$ cat src/rtl/mscrc_pkg.sv
// ----------------------------------------------------------------------------
// mscrc_pkg
// Shared types, constants and the CRC-16/MODBUS byte update for the message
// segmenter.
// ----------------------------------------------------------------------------
package mscrc_pkg;

  // Packet geometry and message limits
  localparam int MAX_PACKETS  = 256;
  localparam int PACKET_BYTES = 8;
  localparam int SIZE_W       = 12;
  localparam int SIZE_LIMIT   = (MAX_PACKETS * PACKET_BYTES > (1 << SIZE_W) - 1) ?
                                ((1 << SIZE_W) - 1) : (MAX_PACKETS * PACKET_BYTES);
  localparam logic [SIZE_W-1:0] SIZE_MAX = SIZE_W'(SIZE_LIMIT);

  // CRC-16/MODBUS
  localparam logic [15:0] CRC_INIT = 16'hFFFF;
  localparam logic [15:0] CRC_POLY = 16'hA001;

  // Queue between front and back
  localparam int QDEPTH = 2;

  // Input beat
  typedef struct packed {
    logic [7:0]        data_byte;
    logic [31:0]       src_id;
    logic [31:0]       dest_id;
    logic [SIZE_W-1:0] msg_size;
  } msg_t;

  // Output beat
  typedef struct packed {
    logic [7:0]  packet_index;
    logic [8:0]  total_packets;
    logic [31:0] src_id_out;
    logic [31:0] dest_id_out;
    logic [3:0]  data_length;
    logic [15:0] crc;
    logic [63:0] payload;
    logic        last_packet;
  } pkt_t;

  // Classified byte, handed from front to back
  typedef struct packed {
    logic [7:0]  data_byte;
    logic [2:0]  pos;
    logic        close;
    logic        last;
    logic [7:0]  index;
    logic [8:0]  total;
    logic [31:0] src;
    logic [31:0] dest;
  } op_t;

  // Queue status towards the front
  typedef struct packed {
    logic full;
    logic empty;
  } q_stat_t;

  // One byte through the reflected CRC, eight bit steps
  function automatic logic [15:0] crc_byte(logic [15:0] c, logic [7:0] b);
    logic [15:0] r;
    r = c ^ {8'h00, b};
    for (int k = 0; k < 8; k++) begin
      r = r[0] ? ((r >> 1) ^ CRC_POLY) : (r >> 1);
    end
    return r;
  endfunction

endpackage

$ cat src/rtl/mscrc_front.sv
// ----------------------------------------------------------------------------
// mscrc_front
// Accepts message bytes, samples the header on a message's first byte and
// tags each byte with its packet position, packet number and close flags.
// ----------------------------------------------------------------------------
module mscrc_front (
  input  logic             clk,
  input  logic             rst,
  input  logic             msg_valid,
  output logic             msg_stall,
  input  mscrc_pkg::msg_t  msg,
  input  mscrc_pkg::q_stat_t q_stat,
  output logic             push,
  output mscrc_pkg::op_t   op
);

  logic [mscrc_pkg::SIZE_W-1:0] bytes_left, bytes_left_next;
  logic [2:0]  byte_in_packet;
  logic [7:0]  packet_count;
  logic [8:0]  total_latched;
  logic [31:0] src_latched, dest_latched;

  logic                         start;
  logic [mscrc_pkg::SIZE_W-1:0] size_sat, left_cur;
  logic [mscrc_pkg::SIZE_W:0]   size_round;
  logic [2:0]  pos;
  logic [7:0]  idx;
  logic [8:0]  total;
  logic [31:0] src, dest;
  logic        last, close;

  assign msg_stall = q_stat.full;
  assign push      = msg_valid && !msg_stall;

  // Header sampling and classification of this beat
  always_comb begin
    start = (bytes_left == '0);
    if (msg.msg_size == '0) begin
      size_sat = mscrc_pkg::SIZE_W'(1);
    end else if (msg.msg_size > mscrc_pkg::SIZE_MAX) begin
      size_sat = mscrc_pkg::SIZE_MAX;
    end else begin
      size_sat = msg.msg_size;
    end
    size_round = {1'b0, size_sat} + (mscrc_pkg::SIZE_W + 1)'(7);
    left_cur   = start ? size_sat : bytes_left;
    pos        = start ? 3'd0 : byte_in_packet;
    idx        = start ? 8'd0 : packet_count;
    total      = start ? size_round[11:3] : total_latched;
    src        = start ? msg.src_id : src_latched;
    dest       = start ? msg.dest_id : dest_latched;
    bytes_left_next = left_cur - mscrc_pkg::SIZE_W'(1);
    last       = (bytes_left_next == '0);
    close      = (pos == 3'd7) || last;
  end

  assign op = '{data_byte: msg.data_byte, pos: pos, close: close, last: last,
                index: idx, total: total, src: src, dest: dest};

  // Message and packet counters
  always_ff @(posedge clk) begin
    if (rst) begin
      bytes_left     <= '0;
      byte_in_packet <= 3'd0;
      packet_count   <= 8'd0;
      total_latched  <= 9'd0;
    end else if (push) begin
      bytes_left     <= bytes_left_next;
      byte_in_packet <= close ? 3'd0 : pos + 3'd1;
      packet_count   <= close ? idx + 8'd1 : idx;
      total_latched  <= total;
    end
  end

  // Header ids
  always_ff @(posedge clk) begin
    if (push) begin
      src_latched  <= src;
      dest_latched <= dest;
    end
  end

endmodule

$ cat src/rtl/mscrc_queue.sv
// ----------------------------------------------------------------------------
// mscrc_queue
// Short register queue that decouples the classifying front from the
// packet-building back.
// ----------------------------------------------------------------------------
module mscrc_queue (
  input  logic               clk,
  input  logic               rst,
  input  logic               push,
  input  mscrc_pkg::op_t     push_op,
  input  logic               pop,
  output mscrc_pkg::op_t     head,
  output mscrc_pkg::q_stat_t stat
);

  localparam int PTR_W = (mscrc_pkg::QDEPTH > 1) ? $clog2(mscrc_pkg::QDEPTH) : 1;
  localparam int CNT_W = $clog2(mscrc_pkg::QDEPTH + 1);

  mscrc_pkg::op_t   entries [mscrc_pkg::QDEPTH];
  logic [PTR_W-1:0] wr_ptr, rd_ptr;
  logic [CNT_W-1:0] count;

  assign stat.full  = (count == CNT_W'(mscrc_pkg::QDEPTH));
  assign stat.empty = (count == '0);
  assign head       = entries[rd_ptr];

  // Pointers and fill count
  always_ff @(posedge clk) begin
    if (rst) begin
      wr_ptr <= '0;
      rd_ptr <= '0;
      count  <= '0;
    end else begin
      if (push) begin
        wr_ptr <= (wr_ptr == PTR_W'(mscrc_pkg::QDEPTH - 1)) ? '0 : wr_ptr + PTR_W'(1);
      end
      if (pop) begin
        rd_ptr <= (rd_ptr == PTR_W'(mscrc_pkg::QDEPTH - 1)) ? '0 : rd_ptr + PTR_W'(1);
      end
      if (push && !pop) begin
        count <= count + CNT_W'(1);
      end else if (pop && !push) begin
        count <= count - CNT_W'(1);
      end
    end
  end

  // Entry storage
  always_ff @(posedge clk) begin
    if (push) begin
      entries[wr_ptr] <= push_op;
    end
  end

endmodule

$ cat src/rtl/mscrc_back.sv
// ----------------------------------------------------------------------------
// mscrc_back
// Folds each byte into the packet CRC and payload, and loads the output
// register when a packet closes.
// ----------------------------------------------------------------------------
module mscrc_back (
  input  logic               clk,
  input  logic               rst,
  input  mscrc_pkg::op_t     head,
  input  mscrc_pkg::q_stat_t q_stat,
  output logic               pop,
  output logic               pkt_valid,
  input  logic               pkt_stall,
  output mscrc_pkg::pkt_t    pkt
);

  logic [15:0] crc_acc;
  logic [63:0] payload_buf;
  logic [15:0] crc_in, crc_next;
  logic [63:0] pl_in, payload_next;

  // A closing byte needs room in the output register
  assign pop = !q_stat.empty && (!head.close || !pkt_valid || !pkt_stall);

  // Byte fold; a byte at position zero starts a fresh packet
  always_comb begin
    crc_in       = (head.pos == 3'd0) ? mscrc_pkg::CRC_INIT : crc_acc;
    pl_in        = (head.pos == 3'd0) ? 64'd0 : payload_buf;
    crc_next     = mscrc_pkg::crc_byte(crc_in, head.data_byte);
    payload_next = pl_in | ({56'd0, head.data_byte} << {head.pos, 3'b000});
  end

  always_ff @(posedge clk) begin
    if (pop) begin
      crc_acc     <= crc_next;
      payload_buf <= payload_next;
    end
  end

  // Output register
  always_ff @(posedge clk) begin
    if (rst) begin
      pkt_valid <= 1'b0;
    end else if (pop && head.close) begin
      pkt_valid <= 1'b1;
    end else if (!pkt_stall) begin
      pkt_valid <= 1'b0;
    end
  end

  always_ff @(posedge clk) begin
    if (pop && head.close) begin
      pkt.packet_index  <= head.index;
      pkt.total_packets <= head.total;
      pkt.src_id_out    <= head.src;
      pkt.dest_id_out   <= head.dest;
      pkt.data_length   <= {1'b0, head.pos} + 4'd1;
      pkt.crc           <= crc_next;
      pkt.payload       <= payload_next;
      pkt.last_packet   <= head.last;
    end
  end

endmodule

$ cat src/rtl/message_segmenter_crc16_unit.sv
// ----------------------------------------------------------------------------
// message_segmenter_crc16_unit
// Cuts a byte stream into packets of up to eight bytes, each with its own
// CRC-16/MODBUS, sequence number, ids and length.
//
//   channel | handshake             | beat   | carries
//   --------+-----------------------+--------+------------------------------
//   msg     | msg_valid / msg_stall | msg_t  | one message byte plus header
//   pkt     | pkt_valid / pkt_stall | pkt_t  | one finished packet
//
// One byte is taken every cycle while msg_stall is low; the CRC update for a
// byte is done in the back end. A packet appears on pkt after its closing
// byte has passed the queue and then the output register.
// Reset clears counters, queue and output valid; no clearing pass is needed.
// A stalled pkt fills the two-entry queue, after which msg_stall rises.
// ----------------------------------------------------------------------------
module message_segmenter_crc16_unit (
  input  logic            clk,
  input  logic            rst,
  input  logic            msg_valid,
  output logic            msg_stall,
  input  mscrc_pkg::msg_t msg,
  output logic            pkt_valid,
  input  logic            pkt_stall,
  output mscrc_pkg::pkt_t pkt
);

  mscrc_pkg::q_stat_t q_stat;
  mscrc_pkg::op_t     push_op, head;
  logic               push, pop;

  mscrc_front u_front (
    .clk       (clk),
    .rst       (rst),
    .msg_valid (msg_valid),
    .msg_stall (msg_stall),
    .msg       (msg),
    .q_stat    (q_stat),
    .push      (push),
    .op        (push_op)
  );

  mscrc_queue u_queue (
    .clk     (clk),
    .rst     (rst),
    .push    (push),
    .push_op (push_op),
    .pop     (pop),
    .head    (head),
    .stat    (q_stat)
  );

  mscrc_back u_back (
    .clk       (clk),
    .rst       (rst),
    .head      (head),
    .q_stat    (q_stat),
    .pop       (pop),
    .pkt_valid (pkt_valid),
    .pkt_stall (pkt_stall),
    .pkt       (pkt)
  );

endmodule

$ cat config.mk
export PLATFORM = sky130hd
export DESIGN_NAME = message_segmenter_crc16_unit
export DESIGN_NICKNAME = d
export VERILOG_FILES = /design/src/rtl/mscrc_pkg.sv /design/src/rtl/mscrc_front.sv /design/src/rtl/mscrc_queue.sv /design/src/rtl/mscrc_back.sv /design/src/rtl/message_segmenter_crc16_unit.sv
export SDC_FILE = /design/constraint.sdc
export NUM_CORES = 1
export LEC_CHECK = 0
export BUFFER_PORTS_ARGS = -buffer_cell sky130_fd_sc_hd__buf_2
export CAP_MARGIN = 0
export CELL_PAD_IN_SITES_DETAIL_PLACEMENT = 1
export CELL_PAD_IN_SITES_GLOBAL_PLACEMENT = 1
export CORE_MARGIN = 2
export CORE_UTILIZATION = 54
export CTS_BUF_LIST = sky130_fd_sc_hd__clkbuf_2 sky130_fd_sc_hd__clkbuf_4 sky130_fd_sc_hd__clkbuf_8
export DETAILED_ROUTE_END_ITERATION = 6
export PLACE_DENSITY = 0.95
export SETUP_SLACK_MARGIN = 0.02
export SYNTH_ARGS = -nofsm -noshare
export SYNTH_HDL_FRONTEND = slang
export SYNTH_SLANG_ARGS = --single-unit
export TNS_END_PERCENT = 10
$ cat constraint.sdc
create_clock -name clk -period 21.9 [get_ports clk]
set_input_delay 4.38 -clock clk [delete_from_list [all_inputs] [get_ports clk]]
set_output_delay 4.38 -clock clk [all_outputs]
set_load 0.005 [all_outputs]
======== Word-level counts from Yosys, hierarchy flattened ========
Memories as Yosys holds them, arrays and structs flattened. A register that Yosys moved wholly into a read port is not among the register bits.
Index checks and enable logic that the tools add are counted.
W data, S select, Z words.
word-level totals
  RAM bits ................................ 188
  memories ................................ 1
  register bits after elaboration ......... 347
memory list
  memory           depth  bits a word  read ports  clocked after memory_dff  wr ports  line               source
  u_queue.entries  2      94           1           1                         1         mscrc_queue.sv:19  mscrc_pkg::op_t entries [mscrc_pkg::QDEPTH];
cells by class
  equal/unequal tests ..................... 3
  shifts and indexed selects .............. 1
  bitwise logic cells ..................... 10
  mux-type cells .......................... 30
  reductions and logical operators ........ 21
  $lt $le $gt $ge ......................... 1
  add/subtract/negate cells ............... 9
operators by type and width
  cell                     number
  $mux W16                 9
  $mux W32                 2
  $mux W64                 1
  $or A64 B64 Y64          1
  $shl A8 B6 Y64           1
  $logic_not A12 Y1        3
  $mux W12                 3
  $not A2 Y3               8
  $mux W8                  2
  $xor A16 B8 Y16          1
  $add A12 B3 Y12 const B  1
  $gt A12 B12 Y1 const B   1
  $sub A12 B1 Y12 const B  1
  $mux W9                  1
  $add A8 B1 Y8 const B    1
  $mux W1                  8
  $logic_not A1 Y1         7
  $mux W3                  2
  $logic_and A1 B1 Y1      5
  $add A3 B1 Y4 const B    1
  $mux W2                  2
  $add A3 B1 Y3 const B    1
  $eq A3 B3 Y1 const B     1
  $logic_not A3 Y1         1
  8 further kinds          11

======== Depth between registers and ports, before layout ========
Gate-level depths: netlist of the first run.
  word-level depth ........................ 19
  mapped depth ............................ 17
  depth with buffers taken out ............ 13

======== Modules after synthesis ========
A second synthesis of the first run with hierarchy kept.
second synthesis, totals
  cell total of the unflattened synthesis .. 1345
  area total of the unflattened synthesis .. 20738.6 um^2
by module, submodules not included
  module       seq. area each (um^2)  cells each  instances  area each (um^2)
  mscrc_back   7407.1                 423         1          8635.8
  mscrc_queue  5745.5                 314         1          6999.2
  mscrc_front  2562.5                 608         1          5103.6

======== Worst setup path after synthesis of the first run ========
Ideal clock, no wire load.
  kind .................................... input to register
  start point ............................. in pkt_stall
  end point ............................... reg, netlist name u_back.pkt[0]
  setup time .............................. 0.696 ns
  arrival ................................. 11.484 ns
  setup slack ............................. 9.720 ns
  stages .................................. 3
  path through ............................ nand2_1 -> o22ai_1 -> nor2_1
between the ends
  word-level cells in the longest chain between the ends .. 4
ends and longest elaborated chain
  item                 line                                source
  start: declaration   message_segmenter_crc16_unit.sv:24  input logic pkt_stall,
  $logic_not A1 Y1     mscrc_back.sv:23                    assign pop = !q_stat.empty && (!head.close || !pkt_valid || !pkt_stall);
  $logic_or A1 B1 Y1   mscrc_back.sv:23
  $logic_and A1 B1 Y1  mscrc_back.sv:23
  $logic_and A1 B1 Y1  mscrc_back.sv:52                    if (pop && head.close) begin
Every way passes these cells.
A chain may end at the register's enable or synchronous reset.

======== Worst setup path in the final report of the first run ========
  start point ............................. in msg[11] in the netlist's numbering
  end point ............................... reg u_front.packet_count[2]
between the ends
  word-level cells in the longest chain between the ends .. 8
  elaborated cells between the ends (all ways) .. 9
  classes of those cells .................. add/sub (1); order compare (1); mux (4); reduce/logical (3)
ends and longest elaborated chain
  item                                   line                                source
  start: declaration                     message_segmenter_crc16_unit.sv:22  input mscrc_pkg::msg_t msg,
  $gt A12 B12 Y1                         mscrc_front.sv:40                   end else if (msg.msg_size > mscrc_pkg::SIZE_MAX) begin
  $mux W12                               mscrc_front.sv:40
  $mux W12 (*)                           mscrc_front.sv:38                   if (msg.msg_size == '0) begin
  $mux W12 (*)                           mscrc_front.sv:46                   left_cur = start ? size_sat : bytes_left;
  $sub A12 B1 Y12 (*)                    mscrc_front.sv:52                   bytes_left_next = left_cur - mscrc_pkg::SIZE_W'(1);
  via u_front.bytes_left_next (one bit)  mscrc_front.sv:17                   logic [mscrc_pkg::SIZE_W-1:0] bytes_left, bytes_left_next;
  $logic_not A12 Y1 (*)                  mscrc_front.sv:53                   last = (bytes_left_next == '0);
  $logic_or A1 B1 Y1 (*)                 mscrc_front.sv:54                   close = (pos == 3'd7) || last;
  $mux W8 (*)                            mscrc_front.sv:70                   packet_count <= close ? idx + 8'd1 : idx;
  end signal: assignment                 mscrc_front.sv:70
  end: declaration                       mscrc_front.sv:19                   logic [7:0] packet_count;
The timed path passes the listed nets; every way through them passes the cells marked *.

==> qor.csv, run 1 <==
metric,value,unit
Place WS,13.51,ns
skew final,0.0227,ns
Synth Area in XOR/XNOR,0.0200,
synth warn,0,
sequential fraction of the synthesis area,0.762,
Layout Cells excl Fill,2264,
die area,0.0398,mm^2
Num CTS Buffers,85,
row count,71,
RSZ-0062 raised after global routing,false,
Clock Latency Late Sink,0.63,ns
met1 usage,0.333,
simple-gate share of the synthesized area,0.0947,
final worst-path cycle share,0.356,
Max Slew Vio Count,0,
most frequent CP cell,nor3_1,
layout cells sized above 1,0.293,
Leak,9.02,nW
CTS tree,built,
largest area contributor in the netlist,edfxtp_1,
"Clk pin slew, worst setup/hold paths",0.07,ns
Via density,5.64,
area of the multi-input gates,0.00464,mm^2
total track usage,0.274,
crit-path cells,buf_2 > nor3_1 > and4_1 > a21oi_1 > ha_1 > or3b_1 > or4_1 > a211o_1 > nor3_1 > o211ai_1 > o31ai_2 > buf_4 > o21ai_0 > a32o_1,
initial core utilization,0.548,
ys flop type,edfxtp_1,
Max clock buf depth,3,
Post-CTS Setup Repair Bufs,0,
Crit. End Element,flop,
HPWL reported at the end of detailed placement,34900,um
CTS sink cnt,536,
final wirelength,54400,um
Die Ht,199,um
initial antenna violation count,8,
Pwr Density,165,mW/mm^2
Slew HR,0.182,
Synth top area share,0.725,
first-pass GRT wire length,80800,um
status,"complete, no violations",
Vias,12800,
register bit total from synthesis,536,
Max Fclk,0.128,GHz
"antenna viol nets, final",0,
largest net degree at the start of global routing,81,
Synth Area in Adders,0.00485,
Area Overhead vs Synth,16.7,%
fin worst setup slack,14.11,ns
syn nets,1481,
CTS hold repair buffers,0,
WP buf/inv,2,
storage element area,0.0157,mm^2
number of fill cells,3662,
critical-path maximum fanout,21,
met3 GRT Util,0.0638,
multiplexer share of the synthesized area,0.0564,
hold_ws,0.475,ns
I/O pin cnt,256,
routed len/inst,24.0,um
Core Region,0.0377,mm^2
CP Data Required Time,22.40,ns
delay of the slowest critical-path stage,0.43,ns
Port Buffers,255,
Final Critical Period,7.79,ns
nets,1781,
Congestion Overflow GR,0,
largest family of logic cells by synthesized area,simple AND/OR/NAND/NOR gates,
Peak VDD IR,0.119,mV
Post-synth EDFFs,498,
M2 GR Usage,0.472,
Async SR Flop Fraction,0,
max-cap violations,0,
DRC Markers,0,
vias in the first global route,13600,
Slew @ Worst Pin,1.22,ns
Unique masters post-synth,62,
"delay-heaviest family, CP",simple AND/OR/NAND/NOR gates,
CP arrival,8.29,ns
setup violators final,0,
Setup Crit Path Kind,input port to flop,
crit path launch type,input port,
post-CTS sizing,0,
Hold WC Path Type,flop to flop,
setup tns final,0,ns
initial drt markers,867,
reg-to-reg setup timing slack,17.36,ns
H-tree depth,3,
"top cells by area, synth","edfxtp_1 72%, nand2_1 5.1%, mux2_2 4.9%",
Gate Count Post-Synth,1385,
busiest layer in global routing,met2,
Synth Cell Area,0.0206,mm^2
Syn Area/Cell,14.9,um^2
post-synthesis compound-gate area fraction,0.0475,
placed cells,2109,
Placer Congestion,0.843,
Die W,199,um
slowest CP cell,or3b_1,
final number of hold-violating endpoints,0,
First-pass DRT Iterations,5,
clk root buf,clkbuf_8,
## cells in the final DEF (no fill, tap or decap), drive strengths merged, types with 5 or more instances in the layout
master and n:
clkinv 29, ha 8, edfxtp 498, xor2 11, a31oi 6, o21ai 59, a211oi 6, nor4 9
or3 6, and3 5, xnor2 36, and2 15, buf 272, nand2 282, nand4 5, mux2 90
clkbuf 122, nor2 80, or4 7, nor3 12, a21oi 46, dfxtp 38, inv 13, o31ai 6
nand3 14, a21o 5, nand2b 8, mux2i 15
## Yosys cell counts, types with 5 or more instances
library cell and count:
clkbuf_1 51, mux2i_1 15, and2_1 15, nand2_1 282, nor2_1 80, mux2_2 90, a21o_1 5, nor3_1 12
ha_1 8, inv_1 12, nand3_1 13, o21ai_0 59, nor4_1 9, edfxtp_1 498, nand2b_1 8, a31oi_1 5
xor2_1 11, o31ai_1 5, dfxtp_1 38, a211oi_1 6, nand4_1 5, or4_1 7, xnor2_1 36, and3_1 5
a21oi_1 46, or3_1 5
## power by group
| group | total, W | internal, W | switching [W] |
|---|---|---|---|
| combinational | 0.00121 | 0.000393 | 0.000820 |
| clock | 0.000825 | 0.000438 | 0.000386 |
| sequential | 0.00194 | 0.00177 | 0.000162 |
## final timing paths
| path | start | cells after the start | endpoint |
|---|---|---|---|
| setup / recovery | msg[11] | 14 | u_front.packet_count[2] |
| hold / removal | u_front.byte_in_packet[0] | 2 | u_front.byte_in_packet[0] |
| setup reg to reg | flop | 8 | u_back.crc_acc[0] |
| hold reg to reg | u_front.byte_in_packet[0] | 2 | u_front.byte_in_packet[0] |
## cells by family (layout without fill, tap and decap cells)
logic type,after synthesis,count (layout)
AO/OA/AOI/OAI,160,160
AND/OR/NAND/NOR,457,457
multiplexers,105,105
XOR/XNOR,47,47
other,0,4
adder cells (fa/ha/maj),8,8
flip-flops,536,536
buffers and inverters,72,436
## tightest hold or removal path: stages, from the launching register on
cell     delay, ns
dfxtp_1       0.32
nand2_1       0.06
a21oi_1       0.05
## state kept, by name (all words and copies together) (netlist names), 2 cells and up, named ones only
register                cells
u_front.src_latched        32
u_back.crc_acc             16
u_front.packet_count        8
u_front.dest_latched       32
u_queue.count               2
u_back.pkt                166
u_front.byte_in_packet      3
u_queue.entries           188
u_back.payload_buf         64
u_front.bytes_left         12
u_front.total_latched       9
## routing by layer
layer / vias up / routed length, um
li1: 5697 / -
met1: 6419 / 21000
met2: 502 / 27900
met3: 134 / 3520
met4: 10 / 1910
met5: - / 70
## stage by stage
stage	area (um^2)	total power [W]	utilization
after floorplan	20600	0.00267	-
after global placement	22400	0.00299	0.596
after detailed placement	22400	0.00315	0.596
after CTS	24100	0.00400	0.639
after global routing	24100	0.00417	0.639
final	24100	0.00397	0.639
## final cells by class
type | instances | share of cell area
diodes | 4 | 0.000416
clock buffers | 122 | 0.0622
clock inverters | 29 | 0.00525
flip-flops and latches | 536 | 0.653
repair buffers | 272 | 0.0583
multi-input cells | 777 | 0.193
inverters | 13 | 0.00208
well taps | 511 | 0.0265
Note: power is estimated with default switching activity, not from simulation.
==> run 2: changes to the inputs <==
Settings changed: CORE_UTILIZATION 54 to 50, PLACE_DENSITY 0.95 to 0.93.
Clock period 21.9 ns to 7.3 ns, I/O delays scaled along.
==> qor.csv, run 2 (synthesis results as in run 1) <==
metric,value,unit,change
status,"complete, no violations",,unchanged
Hold Crit Depth,2,,unchanged
I/O pin cnt,256,,unchanged
Via density,5.55,,was 5.64
crit path launch type,input port,,unchanged
crit-path cells,buf_2 > nor3_1 > and4_1 > a21oi_1 > ha_1 > or3b_1 > or4_1 > a211o_1 > nor3_1 > o211ai_1 > o31ai_2 > buf_4 > mux2i_1 > a21oi_1,,was buf_2 > nor3_1 > and4_1 > a21oi_1 > ha_1 > or3b_1 > or4_1 > a211o_1 > nor3_1 > o211ai_1 > o31ai_2 > buf_4 > o21ai_0 > a32o_1
layout cells sized above 1,0.294,,was 0.293
Max clock buf depth,3,,unchanged
reg-to-reg setup timing slack,2.40,ns,was 17.36 ns
total track usage,0.252,,was 0.274
Pwr Density,492,mW/mm^2,was 165 mW/mm^2
RSZ-0062 raised after global routing,false,,unchanged
setup violators final,0,,unchanged
CP arrival,5.83,ns,was 8.29 ns
Placer Congestion,0.850,,was 0.843
routed len/inst,23.6,um,was 24.0 um
Die W,207,um,was 199 um
Clock Latency Late Sink,0.66,ns,was 0.63 ns
fin worst setup slack,1.97,ns,was 14.11 ns
Post-CTS Setup Repair Bufs,0,,unchanged
slowest CP cell,o31ai_2,,was or3b_1
Slew @ Worst Pin,1.14,ns,was 1.22 ns
initial antenna violation count,9,,was 8
Die Ht,207,um,was 199 um
Place WS,1.36,ns,was 13.51 ns
Worst Setup SP,msg[11],,unchanged
final worst-path cycle share,0.730,,
Setup Crit Path Kind,input port to flop,,unchanged
Crit. End Element,flop,,unchanged
CTS sink cnt,536,,unchanged
Leak,9.00,nW,was 9.02 nW
Final Critical Period,5.33,ns,
first-pass GRT wire length,82800,um,was 80800 um
DRC Markers,0,,unchanged
Reg2Reg Capture Point,u_front.packet_count[0],,was u_back.crc_acc[0]
vias in the first global route,13600,,about the same
final wirelength,54000,um,was 54400 um
CTS tree,built,,unchanged
Max Slew Vio Count,0,,unchanged
critical-path maximum fanout,18,,was 21
Slew HR,0.234,,was 0.182
CTS hold repair buffers,0,,unchanged
max reg flops,188,,unchanged
initial core utilization,0.506,,was 0.548
R2R cell count,13,,was 8
HPWL reported at the end of detailed placement,35000,um,was 34900 um
Hold WC Path Type,flop to flop,,unchanged
max-cap violations,0,,unchanged
Vias,12700,,was 12800
H-tree depth,3,,unchanged
initial drt markers,988,,was 867
Area Overhead vs Synth,16.8,%,was 16.7%
final number of hold-violating endpoints,0,,unchanged
post-CTS sizing,0,,unchanged
most flop-heavy register,u_queue.entries,,unchanged
"most common cell after layout, fill and taps aside",edfxtp_1,,unchanged
clk root buf,clkbuf_8,,unchanged
largest net degree at the start of global routing,107,,was 81
Port Buffers,255,,unchanged
skew final,0.0241,ns,was 0.0227 ns
Reg-to-Reg Start,u_front.bytes_left[6],,
First-pass DRT Iterations,5,,unchanged
"commonest cells after routing, fill and taps aside","498 x edfxtp_1, 282 x nand2_1, 255 x buf_2, 90 x mux2_2, 90 x clkbuf_8",,"was 498 x edfxtp_1, 282 x nand2_1, 255 x buf_2, 93 x clkbuf_8, 90 x mux2_2"
row count,74,,was 71
Hold Path Sink,u_front.byte_in_packet[0],,unchanged
largest registers,"u_queue.entries: 188 flops, u_back.pkt: 166 flops, u_back.payload_buf: 64 flops",,unchanged
die area,0.0429,mm^2,was 0.0398 mm^2
HP Start,u_front.byte_in_packet[0],,unchanged
Congestion Overflow GR,0,,unchanged
Max Fclk,0.188,GHz,
"antenna viol nets, final",0,,unchanged
Core Region,0.0407,mm^2,was 0.0377 mm^2
"Clk pin slew, worst setup/hold paths",0.06,ns,was 0.07 ns
nets,1780,,was 1781
Peak VDD IR,0.250,mV,was 0.119 mV
CP Data Required Time,7.80,ns,was 22.40 ns
setup tns final,0,ns,unchanged
delay of the slowest critical-path stage,0.81,ns,was 0.43 ns
Num CTS Buffers,86,,was 85
[run 2: cell types whose count changed in the layout (fill, tap and decap cells not counted)]
cell / change
clkbuf_8: -3
clkinvlp_4: +3
buf_4: -3
clkbuf_4: +1
buf_12: +1
inv_4: +1
clkinv_1: -3
[run 2: layout make-up]
type	count	area, um^2
clock buffers	120	1460
flip-flops and latches	536	15700
fillers	3957	16600
inverters	13	51.3
clock inverters	30	143
multi-input cells	777	4640
diodes	4	10.0
well taps	532	666
repair buffers	270	1400
[run 2: worst max-delay path: cells and delay by family]
kind	cells	cell delay, ns
compound gates	5	1.67
buf+inv	2	0.49
mux	1	0.22
simple gates	5	1.69
fa+ha+maj	1	0.29
[run 2: how the worst max path moves through the flow]
stage / endpoint / slack (ns) / depth (start not counted)
global route: u_front.packet_count[0] / 1.71 / 14
global placement: u_front.packet_count[0] / 1.49 / 14
detailed placement: u_front.packet_count[0] / 1.36 / 14
finish: u_front.packet_count[0] / 1.97 / 14
CTS: u_front.packet_count[0] / 2.05 / 14
floorplan: u_back.pkt[0] / 0.82 / 5
[run 2: through the flow]
stage	utilization	cell area, um^2	power (W)	std cells	hold WS (ns)
after floorplan	-	20600	0.00799	1385	0.427
after global placement	0.552	22500	0.00901	2128	0.437
after detailed placement	0.552	22500	0.00943	2128	0.461
after CTS	0.591	24100	0.0119	2278	0.467
after global routing	0.591	24100	0.0125	2281	0.495
final	0.591	24100	0.0119	2282	0.472
[run 2: routing by layer]
metal  global-route usage  vias up  wire [um]
met3               0.0511      103       2950
met5                    0        -         60
met1                0.317     6415      21400
li1                     -     5711          -
met4               0.0865        8       1290
met2                0.437      438      28300
[run 2: report_power, final]
group	switching, W	internal (W)
clock	0.00115	0.00129
sequential	0.000468	0.00532
combinational	0.00244	0.00118
total	0.00406	0.00779
